--- config.mk ---
export PLATFORM = sky130hd
export DESIGN_NAME = rgbc3_cell
export DESIGN_NICKNAME = d
export VERILOG_FILES = /design/src/rtl/rgbc3_pkg.sv /design/src/rtl/rgbc3_cell.sv
export SDC_FILE = /design/constraint.sdc
export NUM_CORES = 2
export LEC_CHECK = 0
export BUFFER_PORTS_ARGS = -buffer_cell sky130_fd_sc_hd__clkbuf_2
export CORE_MARGIN = 4
export CORE_UTILIZATION = 50
export DETAILED_ROUTE_END_ITERATION = 16
export MAX_ROUTING_LAYER = met4
export PLACE_DENSITY = 0.75
export REMOVE_ABC_BUFFERS = 1
export SLEW_MARGIN = 20
export SYNTH_ARGS = -nofsm -noshare
export SYNTH_HDL_FRONTEND = slang
export SYNTH_SLANG_ARGS = --single-unit
export TNS_END_PERCENT = 30
--- constraint.sdc ---
create_clock -name clk_i -period 8.25 [get_ports clk_i]
set_input_delay 0.4125 -clock clk_i [delete_from_list [all_inputs] [get_ports clk_i]]
set_output_delay 0.4125 -clock clk_i [all_outputs]
set_load 0.005 [all_outputs]
--- src/rtl/rgbc3_pkg.sv ---
// ----------------------------------------------------------------------------
// rgbc3_pkg: shared types and constants of the 3x3 rgb convolution
// Geometry limits, pixel and coefficient types, cell control and
// configuration register indices.
// ----------------------------------------------------------------------------
package rgbc3_pkg;

  localparam int MaxWidth  = 1024;
  localparam int MaxHeight = 1024;

  localparam int ColW    = $clog2(MaxWidth);
  localparam int RowW    = $clog2(MaxHeight);
  localparam int WDimW   = ColW + 1;
  localparam int HDimW   = RowW + 1;
  localparam int NumCh   = 3;
  localparam int NumRows = 3;
  localparam int PixW    = 8;
  localparam int CoefW   = 16;
  localparam int ProdW   = PixW + 1 + CoefW;
  localparam int ColSumW = ProdW + 2;
  localparam int SumW    = 28;
  localparam int PosW    = 10;
  localparam int DimW    = 11;
  localparam int KrowW   = 48;
  localparam int CfgIdxW = 3;

  localparam int WidthRst  = (640 > MaxWidth) ? MaxWidth : 640;
  localparam int HeightRst = (480 > MaxHeight) ? MaxHeight : 480;

  // largest output position that a legal frame can give
  localparam int PosMaxInt = (MaxWidth > MaxHeight) ? MaxWidth - 3 : MaxHeight - 3;
  localparam int PosMax    = (PosMaxInt > (2 ** PosW) - 1) ? (2 ** PosW) - 1 : PosMaxInt;

  // 9 taps of 255 times the most negative coefficient
  localparam int SumBoundInt = NumRows * 3 * 255 * (2 ** (CoefW - 1));

  typedef logic [NumCh-1:0][PixW-1:0] pix_t;     // channel 0 in the low byte

  typedef struct packed {
    pix_t top;
    pix_t mid;
  } line_t;

  typedef pix_t [NumRows-1:0] col_t;              // index 0 is the top row

  typedef logic signed [CoefW-1:0]   coef_t;
  typedef coef_t [NumRows-1:0]       coef_col_t;
  typedef logic signed [ProdW-1:0]   prod_t;
  typedef logic signed [ColSumW-1:0] colsum_t;
  typedef colsum_t [NumCh-1:0]       colsum_vec_t;

  typedef struct packed {
    logic adv;    // pipeline moves on
    logic shift;  // a new column enters the window
  } cell_ctrl_t;

  typedef enum logic [CfgIdxW-1:0] {
    CfgWidth  = 3'd0,
    CfgHeight = 3'd1,
    CfgKrow0  = 3'd2,
    CfgKrow1  = 3'd3,
    CfgKrow2  = 3'd4
  } cfg_idx_e;

endpackage

--- src/rtl/rgbc3_cell.sv ---
// ----------------------------------------------------------------------------
// rgbc3_cell: one window column
// Holds one column of the 3x3 window, passes it to its neighbour on a
// shift and forms the registered column sums for all three channels.
// ----------------------------------------------------------------------------
module rgbc3_cell (
  input  logic                     clk_i,
  input  logic                     rst_ni,
  input  rgbc3_pkg::cell_ctrl_t    ctrl_i,
  input  rgbc3_pkg::col_t          col_i,
  input  rgbc3_pkg::coef_col_t     coef_i,
  output rgbc3_pkg::col_t          col_o,
  output rgbc3_pkg::colsum_vec_t   colsum_o
);
  import rgbc3_pkg::*;

  col_t        col_q;
  prod_t       prod_d [NumRows][NumCh];
  prod_t       prod_q [NumRows][NumCh];
  colsum_vec_t sum_d;
  colsum_vec_t sum_q;

  always_ff @(posedge clk_i or negedge rst_ni) begin
    if (!rst_ni) begin
      col_q <= '0;
    end else if (ctrl_i.adv && ctrl_i.shift) begin
      col_q <= col_i;
    end
  end

  always_comb begin
    for (int r = 0; r < NumRows; r++) begin
      for (int ch = 0; ch < NumCh; ch++) begin
        prod_d[r][ch] = $signed({1'b0, col_q[r][ch]}) * $signed(coef_i[r]);
      end
    end
  end

  always_comb begin
    for (int ch = 0; ch < NumCh; ch++) begin
      sum_d[ch] = ColSumW'(prod_q[0][ch]) + ColSumW'(prod_q[1][ch])
                + ColSumW'(prod_q[2][ch]);
    end
  end

  always_ff @(posedge clk_i) begin
    if (ctrl_i.adv) begin
      prod_q <= prod_d;
      sum_q  <= sum_d;
    end
  end

  assign col_o    = col_q;
  assign colsum_o = sum_q;

endmodule

# Yosys cells after proc, flatten, opt, wreduce, memory -nomap -nowiden
# Cells that the tools add are included.
[word_totals] reg_bits=378 inputBits=124 output_inout_bits=153 word_cells=37
[classes] n_addsub=6 multipliers=9 n_reduce_logical=1
[op_table] operator="multiplier 9 x 16 -> 25 bit" count=9
[op_table] operator="adder 26 x 25 -> 27 bit" count=3
[op_table] operator="adder 25 x 25 -> 26 bit" count=3
[op_table] operator="logical AND 1 bit" count=1

# Depth between registers and ports, before layout
[depth] depth_word=2 ltp_mapped=21 depth_no_buf=20

# Least setup slack after synthesis
# OpenSTA, ideal clock, no wires.
[synth_path] kind="reg2reg" start="register col_q (netlist bit col_o[65])" end="register prod_q[24] in the netlist's numbering (data pin)" arrival_ps=5036 t_required_ps=7990 slack_ps=2954 path_stages_with_launch=22 path_buffers=3 period_less_slack_ps=5296 path_cell_list="dfrtp_1 clkbuf_1 clkbuf_1 nand2_1 fa_1 inv_1 fa_1 fa_1 inv_1 fa_1 inv_1 ha_1 buf_6 a211o_1 a31oi_1 o21ai_2 a31oi_4 o2111ai_1 a21o_1 a221o_1 a21oi_2 xnor2_1"
[synth_rtl] element="start, declared" line="rgbc3_cell.sv:17" text="col_t col_q;"
[synth_rtl] element="start signal, assigned" line="rgbc3_cell.sv:27" text="col_q <= col_i;"
[synth_rtl] element="end signal, assigned" line="rgbc3_cell.sv:48" text="prod_q <= prod_d;"
[synth_rtl] element="end, declared" line="rgbc3_cell.sv:19" text="prod_t prod_q [NumRows][NumCh];"

==> flow_metrics.tcl <==
set metrics [dict create \
    met2_usage_pct 40.7 \
    synth_top_area_share_pct 34.3 \
    synth_compound_area_share_pct 6.71 \
    synth-main-ff-cell "edfxtp_1" \
    final_nets 7772 \
    root_buffer "clkbuf_16" \
    clock_sinks 378 \
    layout_common_cells "1392 x inv_1, 996 x fa_1, 647 x and2_1" \
    syn_to_final_growth_pct 8.27 \
    antenna_left 0 \
    clkLatencyLatePin_ns 0.64 \
    drc 0 \
    ys_seq_area_share_pct 18.9 \
    cp-start-kind "flip-flop" \
    utilization_pct 54.8 \
    dp_hpwl_um 113000 \
    synth_top_family_by_area "adder cells" \
    wirelength_um 145000 \
    die_area_um2 122000 \
    rsz0062_at_grt "false" \
    min_period_over_period_pct 69.5 \
    setup_violations 0 \
    vias 41000 \
    ios 277 \
    clk_path_buf_depth 3 \
    relSlewSlack_pct 35.3 \
    worst_pin_slew_ns 0.970 \
    setup_tns_ns 0 \
    synth-simple-area-share_pct 13.1 \
    yosys_warnings 0 \
    synth.avg_cell_area_um2 9.80 \
    post_synth_mux_area_share_pct 1.39 \
    htreeDepth 2 \
    place.gp.congestion 0.913 \
    postCtsSetupRepairBufs 0 \
    synthArstFlopShare_pct 19.0 \
    cts_tree "done" \
    synthXorXnorAreaFrac_pct 4.05 \
    grt_pass1_vias 43900 \
    grt_usage_pct 25.3 \
    first_iter_violations 2564 \
    cp-end-kind "flip-flop" \
    hold_viol_final 0 \
    row_count 124 \
    hold_ws_ns 0.0370 \
    slew_viol_final 0 \
    crit_type "flip-flop to flip-flop" \
    final_common_cell "inv_1" \
    synth_cells 5938 \
    holdBufCountCts 60 \
    status "complete, no violations" \
    worstPathArrival_ns 6.09 \
    antenna_found_initial 11 \
    drv_cap 0 \
    place_area_um2 60800 \
    hp-class "primary input to flip-flop" \
    cp_max_fo 18 \
    post_cts_resized 0 \
    cts_buffers 46 \
    clk_pin_slew_ns 0.06 \
    drive_above_1_share_pct 7.58 \
    crit_required_ns 8.60 \
    r2r_slack_ns 2.51 \
    port_buffers 276 \
    ys_seq_elements 378 \
    synth.area.top_cells "fa_1 34%, edfxtp_1 16%, ha_1 11%" \
    clock_skew_ns 0.0250 \
    busiest_layer "met2" \
    min_period_ns 5.74 \
    synth-edff-count 306 \
    start_util_pct 50.6 \
    die-width_um 349 \
    yosys.cell_types.count 71 \
    fmax_mhz 174 \
    fin_area_um2 63000 \
    synthAdderAreaFrac_pct 45.6 \
    globalRouteMet1Util_pct 31.7 \
    grt_max_degree 144 \
    yosysTopAreaCell "fa_1" \
    grt_first_pass_wirelength_um 235000 \
    drtPass1Iterations 6 \
    dieHeight_um 349 \
    coreArea_um2 115000 \
    synth_area_um2 58200 \
    viasPerCell 5.34 \
    grt_util_met3_pct 4.90 \
    routedWlPerCell_um 18.9 \
    grt_overflow 0 \
]
-- cell families after synthesis --
kind of cell / Yosys count
buffers and inverters: 1596
DFF: 378
AOI/OAI and AO/OA: 594
and+or+nand+nor: 1508
adders and majority gates: 1521
muxes: 72
xor gates and xnor gates: 269
-- metal layers --
metal / vias to the layer above / share of wire, %
met5: - / 0
met4: 0 / 4.4
met3: 328 / 8.2
met2: 1402 / 47
met1: 20800 / 40
li1: 18500 / -
-- layout make-up --
type	count	area, um2
Sequential cell	378	11000
Clock buffer	51	1190
Tap cell	1512	1890
Inverter	1393	5230
Timing Repair Buffer	344	2080
Antenna cell	5	12.5
Fill cell	9877	52000
Multi-Input combinational cell	3964	41200
Clock inverter	32	397
-- registers in the layout (all words and copies together) (netlist names) --
register	count
col_o	72
prod_q	225
colsum_o	81
-- stage by stage --
stage | setup slack (ns) | instances
after global placement | 2.43 | 7531
after floorplan | 3.20 | 5735
after detailed placement | 2.41 | 7531
after global routing | 2.21 | 7679
after CTS | 2.56 | 7674
final | 2.51 | 7679
-- synthesized netlist by cell type, drive strengths merged (67+ instances only) --
master and number:
xnor2 202, nand2 592, mux2 72, inv 1393
clkbuf 202, dfrtp 72, ha 525, xor2 67
edfxtp 306, fa 996, a21oi 192, a21o 107
nor2 101, o21ai 95, and2 647
-- path summary, 6_finish.rpt --
| kind | depth (start not counted) | startpoint | endpoint |
|---|---|---|---|
| min reg2reg | 2 | prod_q[1] | colsum_o[55] |
| min in group asynchronous | 2 | rst_ni | col_o[36] |
| max reg2reg | 17 | col_o[32] | prod_q[123] |
| max | 17 | col_o[32] | prod_q[123] |
| max in group asynchronous | 3 | rst_ni | col_o[3] |
| min | 2 | col_i[64] | col_o[64] |
-- critical path, cell delays in order (launching register included) --
cell and delay (ns):
dfrtp_1 0.82, nand2_1 0.17, fa_1 0.56, inv_1 0.05
fa_1 0.48, fa_1 0.62, inv_1 0.07, fa_1 0.48
inv_1 0.04, ha_1 0.31, nor3_1 0.19, nor2_1 0.08
and3_1 0.19, o311ai_0 0.56, a21oi_1 0.22, nor3_1 0.33
o31ai_1 0.12, xor2_1 0.15
Power is not shown: default switching activity piles up to over one toggle a cycle in this logic, so the estimate is an artifact.
